**config.mk**
```make
export PLATFORM = sky130hd
export DESIGN_NAME = audio_compressor_gain_envelope
export DESIGN_NICKNAME = d
export VERILOG_FILES = /design/src/design/acge_pkg.sv /design/src/design/acge_cfg.sv /design/src/design/acge_env.sv /design/src/design/acge_scale.sv /design/src/design/audio_compressor_gain_envelope.sv
export SDC_FILE = /design/constraint.sdc
export NUM_CORES = 2
export LEC_CHECK = 0
export BUFFER_PORTS_ARGS = -buffer_cell sky130_fd_sc_hd__clkbuf_2
export CAP_MARGIN = 5
export CORE_ASPECT_RATIO = 0.6
export CORE_UTILIZATION = 38
export DETAILED_ROUTE_END_ITERATION = 10
export HOLD_SLACK_MARGIN = 0.15
export PLACE_DENSITY = 0.62
export SLEW_MARGIN = 20
export SYNTH_ARGS = -nofsm -noshare
export SYNTH_HDL_FRONTEND = slang
export SYNTH_SLANG_ARGS = --single-unit
```
**constraint.sdc**
```tcl
create_clock -name clk -period 9.7 [get_ports clk]
set_input_delay 0.97 -clock clk [delete_from_list [all_inputs] [get_ports clk]]
set_output_delay 0.97 -clock clk [all_outputs]
set_load 0.1 [all_outputs]
```
**src/design/acge_pkg.sv**
```systemverilog
// shared types and constants for the compressor gain envelope block
// no dependencies; used by every module of the block
package acge_pkg;

  localparam int SampleW = 32;
  localparam int GainW   = 24;
  localparam int CountW  = 16;
  localparam int IdxW    = 3;
  localparam int FracW   = 23;

  localparam logic [GainW-1:0] GAIN_UNITY = 24'h80_0000;
  localparam logic [GainW-1:0] GAIN_MAX   = 24'hFF_FFFF;

  typedef enum logic [IdxW-1:0] {
    REG_THRESHOLD    = 3'd0,
    REG_ATTACK_LEN   = 3'd1,
    REG_RELEASE_LEN  = 3'd2,
    REG_HOLD_LEN     = 3'd3,
    REG_REDUCED_GAIN = 3'd4,
    REG_ATTACK_STEP  = 3'd5,
    REG_RELEASE_STEP = 3'd6
  } reg_idx_t;

  typedef enum logic [3:0] {
    PH_IDLE    = 4'b0001,
    PH_ATTACK  = 4'b0010,
    PH_HOLD    = 4'b0100,
    PH_RELEASE = 4'b1000
  } phase_t;

  typedef struct packed {
    logic [SampleW-1:0] threshold_level;
    logic [CountW-1:0]  attack_samples;
    logic [CountW-1:0]  release_samples;
    logic [CountW-1:0]  hold_samples;
    logic [GainW-1:0]   reduced_gain;
    logic [GainW-1:0]   attack_step;
    logic [GainW-1:0]   release_step;
  } cfg_t;

  localparam cfg_t CFG_RESET = '{
    threshold_level: 32'd644245094,
    attack_samples:  16'd3000,
    release_samples: 16'd2000,
    hold_samples:    16'd1000,
    reduced_gain:    24'd4194304,
    attack_step:     24'd1398,
    release_step:    24'd2097
  };

endpackage

```
**src/design/acge_cfg.sv**
```systemverilog
// configuration register file of the compressor
// depends on acge_pkg
module acge_cfg (
  input  logic                          clk,
  input  logic                          rst_n,
  input  logic                          cfg_we,
  input  logic [acge_pkg::IdxW-1:0]     cfg_index,
  input  logic [acge_pkg::SampleW-1:0]  cfg_wdata,
  output acge_pkg::cfg_t                cfg
);

  acge_pkg::cfg_t cfg_r;

  always_ff @(posedge clk) begin
    if (!rst_n) begin
      cfg_r <= acge_pkg::CFG_RESET;
    end else if (cfg_we) begin
      unique case (acge_pkg::reg_idx_t'(cfg_index))
        acge_pkg::REG_THRESHOLD:    cfg_r.threshold_level <= cfg_wdata;
        acge_pkg::REG_ATTACK_LEN:   cfg_r.attack_samples  <= cfg_wdata[15:0];
        acge_pkg::REG_RELEASE_LEN:  cfg_r.release_samples <= cfg_wdata[15:0];
        acge_pkg::REG_HOLD_LEN:     cfg_r.hold_samples    <= cfg_wdata[15:0];
        acge_pkg::REG_REDUCED_GAIN: cfg_r.reduced_gain    <= cfg_wdata[23:0];
        acge_pkg::REG_ATTACK_STEP:  cfg_r.attack_step     <= cfg_wdata[23:0];
        acge_pkg::REG_RELEASE_STEP: cfg_r.release_step    <= cfg_wdata[23:0];
        default: ;
      endcase
    end
  end

  assign cfg = cfg_r;

endmodule

```
**src/design/acge_env.sv**
```systemverilog
// attack / hold / release gain envelope state machine
// depends on acge_pkg; advances once per request taken into the multiply stage
module acge_env (
  input  logic                          clk,
  input  logic                          rst_n,
  input  logic                          step,
  input  logic [acge_pkg::SampleW-1:0]  mag,
  input  acge_pkg::cfg_t                cfg,
  output logic [acge_pkg::GainW-1:0]    gain_nxt
);

  acge_pkg::phase_t                 phase_r, phase_nxt;
  logic [acge_pkg::CountW-1:0]      cnt_r, cnt_nxt;
  logic [acge_pkg::GainW-1:0]       gain_r;

  always_comb begin
    logic                        loud;
    logic                        quiet;
    logic [acge_pkg::GainW:0]    sum;
    acge_pkg::phase_t            ph;
    logic [acge_pkg::CountW-1:0] cnt;
    logic [acge_pkg::GainW-1:0]  g;

    loud  = mag > cfg.threshold_level;
    quiet = mag < cfg.threshold_level;
    ph    = phase_r;
    cnt   = cnt_r;
    g     = gain_r;
    sum   = {1'b0, gain_r} + {1'b0, cfg.release_step};

    if (loud) begin
      if (gain_r >= cfg.reduced_gain &&
          (phase_r == acge_pkg::PH_IDLE || phase_r == acge_pkg::PH_RELEASE)) begin
        ph  = acge_pkg::PH_ATTACK;
        cnt = cfg.attack_samples;
      end
      if (ph == acge_pkg::PH_HOLD) cnt = cfg.hold_samples;
    end

    if (quiet && gain_r <= acge_pkg::GAIN_UNITY && cnt == '0 &&
        ph == acge_pkg::PH_HOLD) begin
      ph  = acge_pkg::PH_RELEASE;
      cnt = cfg.release_samples;
    end

    unique case (ph)
      acge_pkg::PH_ATTACK: begin
        if (cnt != '0 && gain_r > cfg.reduced_gain) begin
          g   = (gain_r > cfg.attack_step) ? gain_r - cfg.attack_step : '0;
          cnt = cnt - 16'd1;
        end else begin
          ph  = acge_pkg::PH_HOLD;
          cnt = cfg.hold_samples;
        end
      end
      acge_pkg::PH_HOLD: begin
        if (cnt != '0) begin
          cnt = cnt - 16'd1;
        end else begin
          ph  = acge_pkg::PH_RELEASE;
          cnt = cfg.release_samples;
        end
      end
      acge_pkg::PH_RELEASE: begin
        if (cnt != '0 && gain_r < acge_pkg::GAIN_UNITY) begin
          g   = sum[acge_pkg::GainW] ? acge_pkg::GAIN_MAX : sum[acge_pkg::GainW-1:0];
          cnt = cnt - 16'd1;
        end else begin
          ph = acge_pkg::PH_IDLE;
        end
      end
      acge_pkg::PH_IDLE: begin
        if (gain_r < acge_pkg::GAIN_UNITY) g = acge_pkg::GAIN_UNITY;
      end
      default: begin
        ph = acge_pkg::PH_IDLE;
      end
    endcase

    phase_nxt = ph;
    cnt_nxt   = cnt;
    gain_nxt  = g;
  end

  always_ff @(posedge clk) begin
    if (!rst_n) begin
      phase_r <= acge_pkg::PH_IDLE;
      cnt_r   <= '0;
      gain_r  <= acge_pkg::GAIN_UNITY;
    end else if (step) begin
      phase_r <= phase_nxt;
      cnt_r   <= cnt_nxt;
      gain_r  <= gain_nxt;
    end
  end

endmodule

```
**src/design/acge_scale.sv**
```systemverilog
// sample magnitude times gain, truncated toward zero, sign restored, saturated
// depends on acge_pkg; purely combinational
module acge_scale (
  input  logic                                neg,
  input  logic [acge_pkg::SampleW-1:0]        mag,
  input  logic [acge_pkg::GainW-1:0]          gain,
  output logic signed [acge_pkg::SampleW-1:0] sample_out
);

  logic [acge_pkg::SampleW+acge_pkg::GainW-1:0] prod;
  logic [acge_pkg::SampleW:0]                   q;

  assign prod = {{acge_pkg::GainW{1'b0}}, mag} * {{acge_pkg::SampleW{1'b0}}, gain};
  assign q    = prod[acge_pkg::SampleW+acge_pkg::GainW-1:acge_pkg::FracW];

  always_comb begin
    if (neg) begin
      if (q >= 33'h0_8000_0000) sample_out = 32'sh8000_0000;
      else                      sample_out = signed'(~q[31:0] + 32'd1);
    end else begin
      if (q > 33'h0_7FFF_FFFF)  sample_out = 32'sh7FFF_FFFF;
      else                      sample_out = signed'(q[31:0]);
    end
  end

endmodule

```
**src/design/audio_compressor_gain_envelope.sv**
```systemverilog
// top level of the audio compressor gain envelope: register file, envelope, multiply
// depends on acge_pkg, acge_cfg, acge_env, acge_scale
//
//   channel  ports                              width  direction
//   in       in_valid / in_ready / in_sample_in  32 s   request in
//   out      out_valid / out_ready / out_sample_out 32 s result out
//   cfg      cfg_we / cfg_index / cfg_wdata      3, 32  write only
//
// one request per cycle sustained while out_ready is high
// stages: input register, envelope update into multiply register, product into result register
// the gain envelope advances as a request leaves the input register, one step per request
// reset is synchronous; all stages empty and the gain at unity afterwards
// a stalled result backs up through the stages; in_ready falls only when all three are full
module audio_compressor_gain_envelope (
  input  logic                                clk,
  input  logic                                rst_n,
  input  logic                                in_valid,
  output logic                                in_ready,
  input  logic signed [acge_pkg::SampleW-1:0] in_sample_in,
  output logic                                out_valid,
  input  logic                                out_ready,
  output logic signed [acge_pkg::SampleW-1:0] out_sample_out,
  input  logic                                cfg_we,
  input  logic [acge_pkg::IdxW-1:0]           cfg_index,
  input  logic [acge_pkg::SampleW-1:0]        cfg_wdata
);

  acge_pkg::cfg_t                     cfg;

  logic                               s0_vld_r;
  logic                               s0_neg_r;
  logic [acge_pkg::SampleW-1:0]       s0_mag_r;
  logic                               s1_vld_r;
  logic                               s1_neg_r;
  logic [acge_pkg::SampleW-1:0]       s1_mag_r;
  logic [acge_pkg::GainW-1:0]         s1_gain_r;
  logic                               out_vld_r;
  logic signed [acge_pkg::SampleW-1:0] out_data_r;

  logic                               out_load_ok;
  logic                               s1_ready;
  logic                               s0_ready;
  logic                               s0_move;
  logic                               s1_move;
  logic [acge_pkg::SampleW-1:0]       in_raw;
  logic                               in_neg;
  logic [acge_pkg::SampleW-1:0]       in_mag;
  logic [acge_pkg::GainW-1:0]         gain_nxt;
  logic signed [acge_pkg::SampleW-1:0] scaled;

  assign out_load_ok = !out_vld_r || out_ready;
  assign s1_ready    = !s1_vld_r || out_load_ok;
  assign s0_ready    = !s0_vld_r || s1_ready;
  assign s0_move     = s0_vld_r && s1_ready;
  assign s1_move     = s1_vld_r && out_load_ok;

  assign in_ready    = s0_ready;
  assign out_valid   = out_vld_r;
  assign out_sample_out = out_data_r;

  // magnitude of the minimum value wraps to itself, which is 2^31 unsigned
  assign in_raw = unsigned'(in_sample_in);
  assign in_neg = in_raw[acge_pkg::SampleW-1];
  assign in_mag = in_neg ? (~in_raw + 32'd1) : in_raw;

  acge_cfg u_cfg (
    .clk       (clk),
    .rst_n     (rst_n),
    .cfg_we    (cfg_we),
    .cfg_index (cfg_index),
    .cfg_wdata (cfg_wdata),
    .cfg       (cfg)
  );

  acge_env u_env (
    .clk      (clk),
    .rst_n    (rst_n),
    .step     (s0_move),
    .mag      (s0_mag_r),
    .cfg      (cfg),
    .gain_nxt (gain_nxt)
  );

  acge_scale u_scale (
    .neg        (s1_neg_r),
    .mag        (s1_mag_r),
    .gain       (s1_gain_r),
    .sample_out (scaled)
  );

  always_ff @(posedge clk) begin
    if (!rst_n) begin
      s0_vld_r  <= 1'b0;
      s1_vld_r  <= 1'b0;
      out_vld_r <= 1'b0;
    end else begin
      if (s0_ready) s0_vld_r <= in_valid;
      if (s1_ready) s1_vld_r <= s0_vld_r;
      if (out_load_ok) out_vld_r <= s1_vld_r;
    end
  end

  always_ff @(posedge clk) begin
    if (in_valid && s0_ready) begin
      s0_neg_r <= in_neg;
      s0_mag_r <= in_mag;
    end
    if (s0_move) begin
      s1_neg_r  <= s0_neg_r;
      s1_mag_r  <= s0_mag_r;
      s1_gain_r <= gain_nxt;
    end
    if (s1_move) begin
      out_data_r <= scaled;
    end
  end

endmodule

```
==> summary.txt <==
Outcome
  • Outcome: finished clean

Clocking
  • Worst-case clock buffer depth: 3
  • CTS tree: built
  • Clock buffer count from CTS: 39
  • Clock root cell: sky130_fd_sc_hd__clkbuf_16
  • Clock-pin slew reported for the worst setup and hold paths after clock tree synthesis: 60 ps
  • Number of sinks handled by clock tree synthesis: 321
  • H-tree depth: 2
  • Clock insertion delay at the later pin of the skew report: 590 ps

Worst setup path
  • Most frequent CP cell: sky130_fd_sc_hd__fa_1
  • Slowest cell on the critical path: sky130_fd_sc_hd__edfxtp_1
  • Startpoint of the worst register-to-register path: s1_gain_r[18]$_DFFE_PP_
  • Worst-case register-to-register setup slack: 290 ps
  • Worst EP arrival: 9880 ps
  • Buffer and inverter count on the worst path: 7
  • R2r endpoint: out_sample_out[12]$_DFFE_PP_
  • Largest fanout of any net on the critical path: 20
  • Sort of element at the start of the critical path: flop
  • Worst r2r path cells: 28
  • Req. time, crit path: 10170 ps
  • Logic depth of the worst path, buffers included: 28
  • Capture point of the worst path: out_sample_out[12]$_DFFE_PP_
  • Class of the most critical setup path: reg2reg
  • Top delay family on crit path: adder cells
  • Biggest cell delay along the critical path: 770 ps
  • Start point of the critical path: s1_gain_r[18]$_DFFE_PP_
  • Worst Setup End Kind: flop

Cells and area
  • Most frequent standard cell in the layout excluding fill and tap cells: sky130_fd_sc_hd__inv_1
  • Total number of nets in the final design: 6059
  • Area Overhead vs Synth: 10.9%
  • Commonest cells after routing, fill and taps aside: sky130_fd_sc_hd__inv_1 (864), sky130_fd_sc_hd__nand2_1 (802), sky130_fd_sc_hd__fa_1 (659), sky130_fd_sc_hd__and2_1 (387), sky130_fd_sc_hd__ha_1 (286)
  • Proportion of layout cells with a drive suffix above 1: 9.09%
  • Flip-flop and latch area: 7650 um2
  • Number of diodes: 0
  • Number of fill cells in the layout: 11054
  • Total area of multi-input combinational cells: 31500 um2
  • Utilization after layout: 42.7%

Floorplan
  • Die area: 115000 um2
  • Vertical die dimension: 263 um
  • Total I/O pin count: 106
  • Starting utilization of the core area: 38.5%
  • Number of core rows: 95
  • Area of the core region: 112000 um2
  • Die span in x: 437 um

Placed design
  • Port Buffer Count: 105
  • Final weighted congestion in routability-driven placement: 0.962
  • Half-perimeter wire length of the detailed placement result: 108000 um

Drt
  • Total DRC errors in the routed layout: 0
  • Final routed wirelength across all metal layers: 133000 um
  • Drt initial violations: 3380
  • Number of detailed-routing iterations run before antenna repair: 6
  • Drt via density: 5.38
  • Total number of vias: 35367
  • Detailed-route wire length per cell: 20.2 um
  • DRT antenna net count: 0

Logic synthesis
  • Post-synthesis sequential element count: 321
  • Post-synth cell types: 92
  • Mapped Nets: 5951
  • Dominant synthesized flop cell: sky130_fd_sc_hd__dfxtp_1
  • Count of mapped cells out of synthesis: 4933
  • Fraction of registers with async set or reset after synthesis: 0%
  • Mean cell area of the mapped netlist: 8.76 um2
  • Fraction of the yosys area taken by sequential cells: 17.7%
  • Post-synth EDFFs: 122
  • Number of warning messages in the yosys log: 0
  • Synth Cell Area: 43200 um2

STA
  • Slew Limit Fails: 0
  • Fraction of the cycle the final worst path needs: 97.1%
  • Hold slack: 418 ps
  • Count of final setup violators: 0
  • Setup TNS: 0 ps
  • Max Clk Rate: 0.106 GHz
  • Maximum clock skew at final layout: 53.2 ps
  • Final hold viol count: 0
  • Worst relative slew slack: 18.5%
  • Minimum clock period: 9410 ps
  • Slew at the pin with the worst max-slew slack: 1210 ps

Global routing
  • GR Overflow Total: 0
  • Aggregate global-route resource usage: 23.2%
  • Number of antenna violations at the first check in global routing: 1
  • Largest net degree at the start of global routing: 80
  • Via count of the first global-routing pass: 34913
  • First-pass GRT wire length: 208000 um

Job
  • Maxcap violations: 0

Worst hold path
  • Hold Crit Class: reg2reg
==> metal layers <==
metal | up-vias | GRT usage, % | share of wire (%)
li1 | 15976 | - | -
met1 | 17593 | 37.2 | 49
met2 | 1656 | 30.6 | 38
met3 | 140 | 5.94 | 12
met4 | 2 | 4.04 | 1.6
met5 | - | 0.620 | 0.071
==> stage by stage <==
step	instance area (um2)	worst slack, ps	instances
2_1_floorplan	43200	858	4933
3_3_place_gp	46000	192	6459
3_5_place_dp	46000	88.2	6459
4_1_cts	47300	13.1	6530
5_1_grt	47900	-18.6	6574
6_report	47900	285	6574
==> logic make-up (layout without fill, tap and decap cells) <==
group                      Yosys count  after routing  synth area share (%)
adders and majority gates          946            946                  38.8
DFF                                321            321                  17.7
buffers and inverters             1112           1250                  9.72
AOI/OAI and AO/OA                  777            777                  12.6
xor gates and xnor gates           112            112                  2.27
muxes                               18             18                 0.443
and+or+nand+nor                   1647           1647                  18.4
==> worst register-to-register path, delay by kind of cell (launching register included) <==
family | cells | cell delay [ps]
AOI/OAI and AO/OA | 8 | 2050
adders and majority gates | 8 | 4020
buffers and inverters | 7 | 1020
DFF | 1 | 770
and+or+nand+nor | 5 | 1480
==> flip-flops by register name, summed over array words and instances, names as in the netlist <==
name	cells
s0_neg_r	1
s1_mag_r	32
s1_neg_r	1
s1_gain_r	24
u_cfg.cfg	152
s1_vld_r	1
u_env.phase_r	4
out_valid	1
u_env.cnt_r	16
s0_mag_r	32
out_sample_out	32
s0_vld_r	1
u_env.gain_r	24
==> area by class of cell <==
type                       count  area share, %
clock inverter                17          0.298
clock buffer                  54           2.35
sequential                   321           16.0
timing repair buffer         313           4.83
tap                         1503           3.93
inverter                     866           6.79
multi-input combinational   3500           65.8
==> synthesized netlist by cell type, types with 8 or more instances <==
cell	n	area share (%)
sky130_fd_sc_hd__a221o_1	10	0.23
sky130_fd_sc_hd__nor2_1	122	1.1
sky130_fd_sc_hd__nor2b_1	24	0.35
sky130_fd_sc_hd__dfxtp_1	199	9.2
sky130_fd_sc_hd__o21bai_1	13	0.23
sky130_fd_sc_hd__or3_1	14	0.20
sky130_fd_sc_hd__o22ai_1	9	0.13
sky130_fd_sc_hd__a211oi_1	20	0.35
sky130_fd_sc_hd__nor3_1	45	0.52
sky130_fd_sc_hd__o211a_1	14	0.32
sky130_fd_sc_hd__and2_1	389	5.6
sky130_fd_sc_hd__o211ai_1	43	0.75
sky130_fd_sc_hd__edfxtp_1	122	8.5
sky130_fd_sc_hd__o221a_2	8	0.21
sky130_fd_sc_hd__a21o_1	63	1.1
sky130_fd_sc_hd__nor4_1	21	0.30
sky130_fd_sc_hd__a22oi_1	18	0.31
sky130_fd_sc_hd__a21boi_0	116	2.0
sky130_fd_sc_hd__ha_1	287	8.3
sky130_fd_sc_hd__nand2_1	802	7.0
sky130_fd_sc_hd__inv_1	864	7.5
sky130_fd_sc_hd__a31oi_1	26	0.38
sky130_fd_sc_hd__nor4b_1	8	0.16
sky130_fd_sc_hd__xnor2_1	83	1.7
sky130_fd_sc_hd__o21a_1	28	0.49
sky130_fd_sc_hd__or4_1	9	0.16
sky130_fd_sc_hd__o21ai_0	143	1.7
sky130_fd_sc_hd__nand3_1	91	1.1
sky130_fd_sc_hd__clkbuf_1	231	2.0
sky130_fd_sc_hd__mux2i_1	9	0.21
sky130_fd_sc_hd__mux2_2	9	0.23
sky130_fd_sc_hd__a22o_1	22	0.45
sky130_fd_sc_hd__fa_1	659	31
sky130_fd_sc_hd__a211o_1	13	0.26
sky130_fd_sc_hd__and4_1	9	0.18
sky130_fd_sc_hd__o31ai_1	14	0.24
sky130_fd_sc_hd__and3_1	18	0.26
sky130_fd_sc_hd__nand4_1	34	0.49
sky130_fd_sc_hd__a21oi_1	121	1.4
sky130_fd_sc_hd__nand2b_1	24	0.35
sky130_fd_sc_hd__or2_2	11	0.16
sky130_fd_sc_hd__xor2_1	29	0.59
sky130_fd_sc_hd__a221oi_1	15	0.30
==> what timing repair did <==
| action | 4_1_cts | 5_1_grt |
|---|---|---|
| gates resized for setup | 0 | 33 |
| endpoints found under the setup margin | 0 | 26 |
| hold buffers | 0 | 0 |
| buffers inserted | 0 | 42 |
==> worst min path at each step <==
stage                             startpoint                  to  slack, ps  depth (start not counted)
final                     s0_neg_r$_DFFE_PP_  s1_neg_r$_DFFE_PP_        420                          0
after global routing      s0_neg_r$_DFFE_PP_  s1_neg_r$_DFFE_PP_        420                          0
after CTS                 s0_neg_r$_DFFE_PP_  s1_neg_r$_DFFE_PP_        420                          0
after detailed placement  s0_neg_r$_DFFE_PP_  s1_neg_r$_DFFE_PP_        400                          0
after global placement    s0_neg_r$_DFFE_PP_  s1_neg_r$_DFFE_PP_        400                          0
after floorplan           s0_neg_r$_DFFE_PP_  s1_neg_r$_DFFE_PP_        400                          0
Power is left out: the tool's default activity adds up to more than one toggle a clock period on the data nets, which glitch-free logic cannot reach.
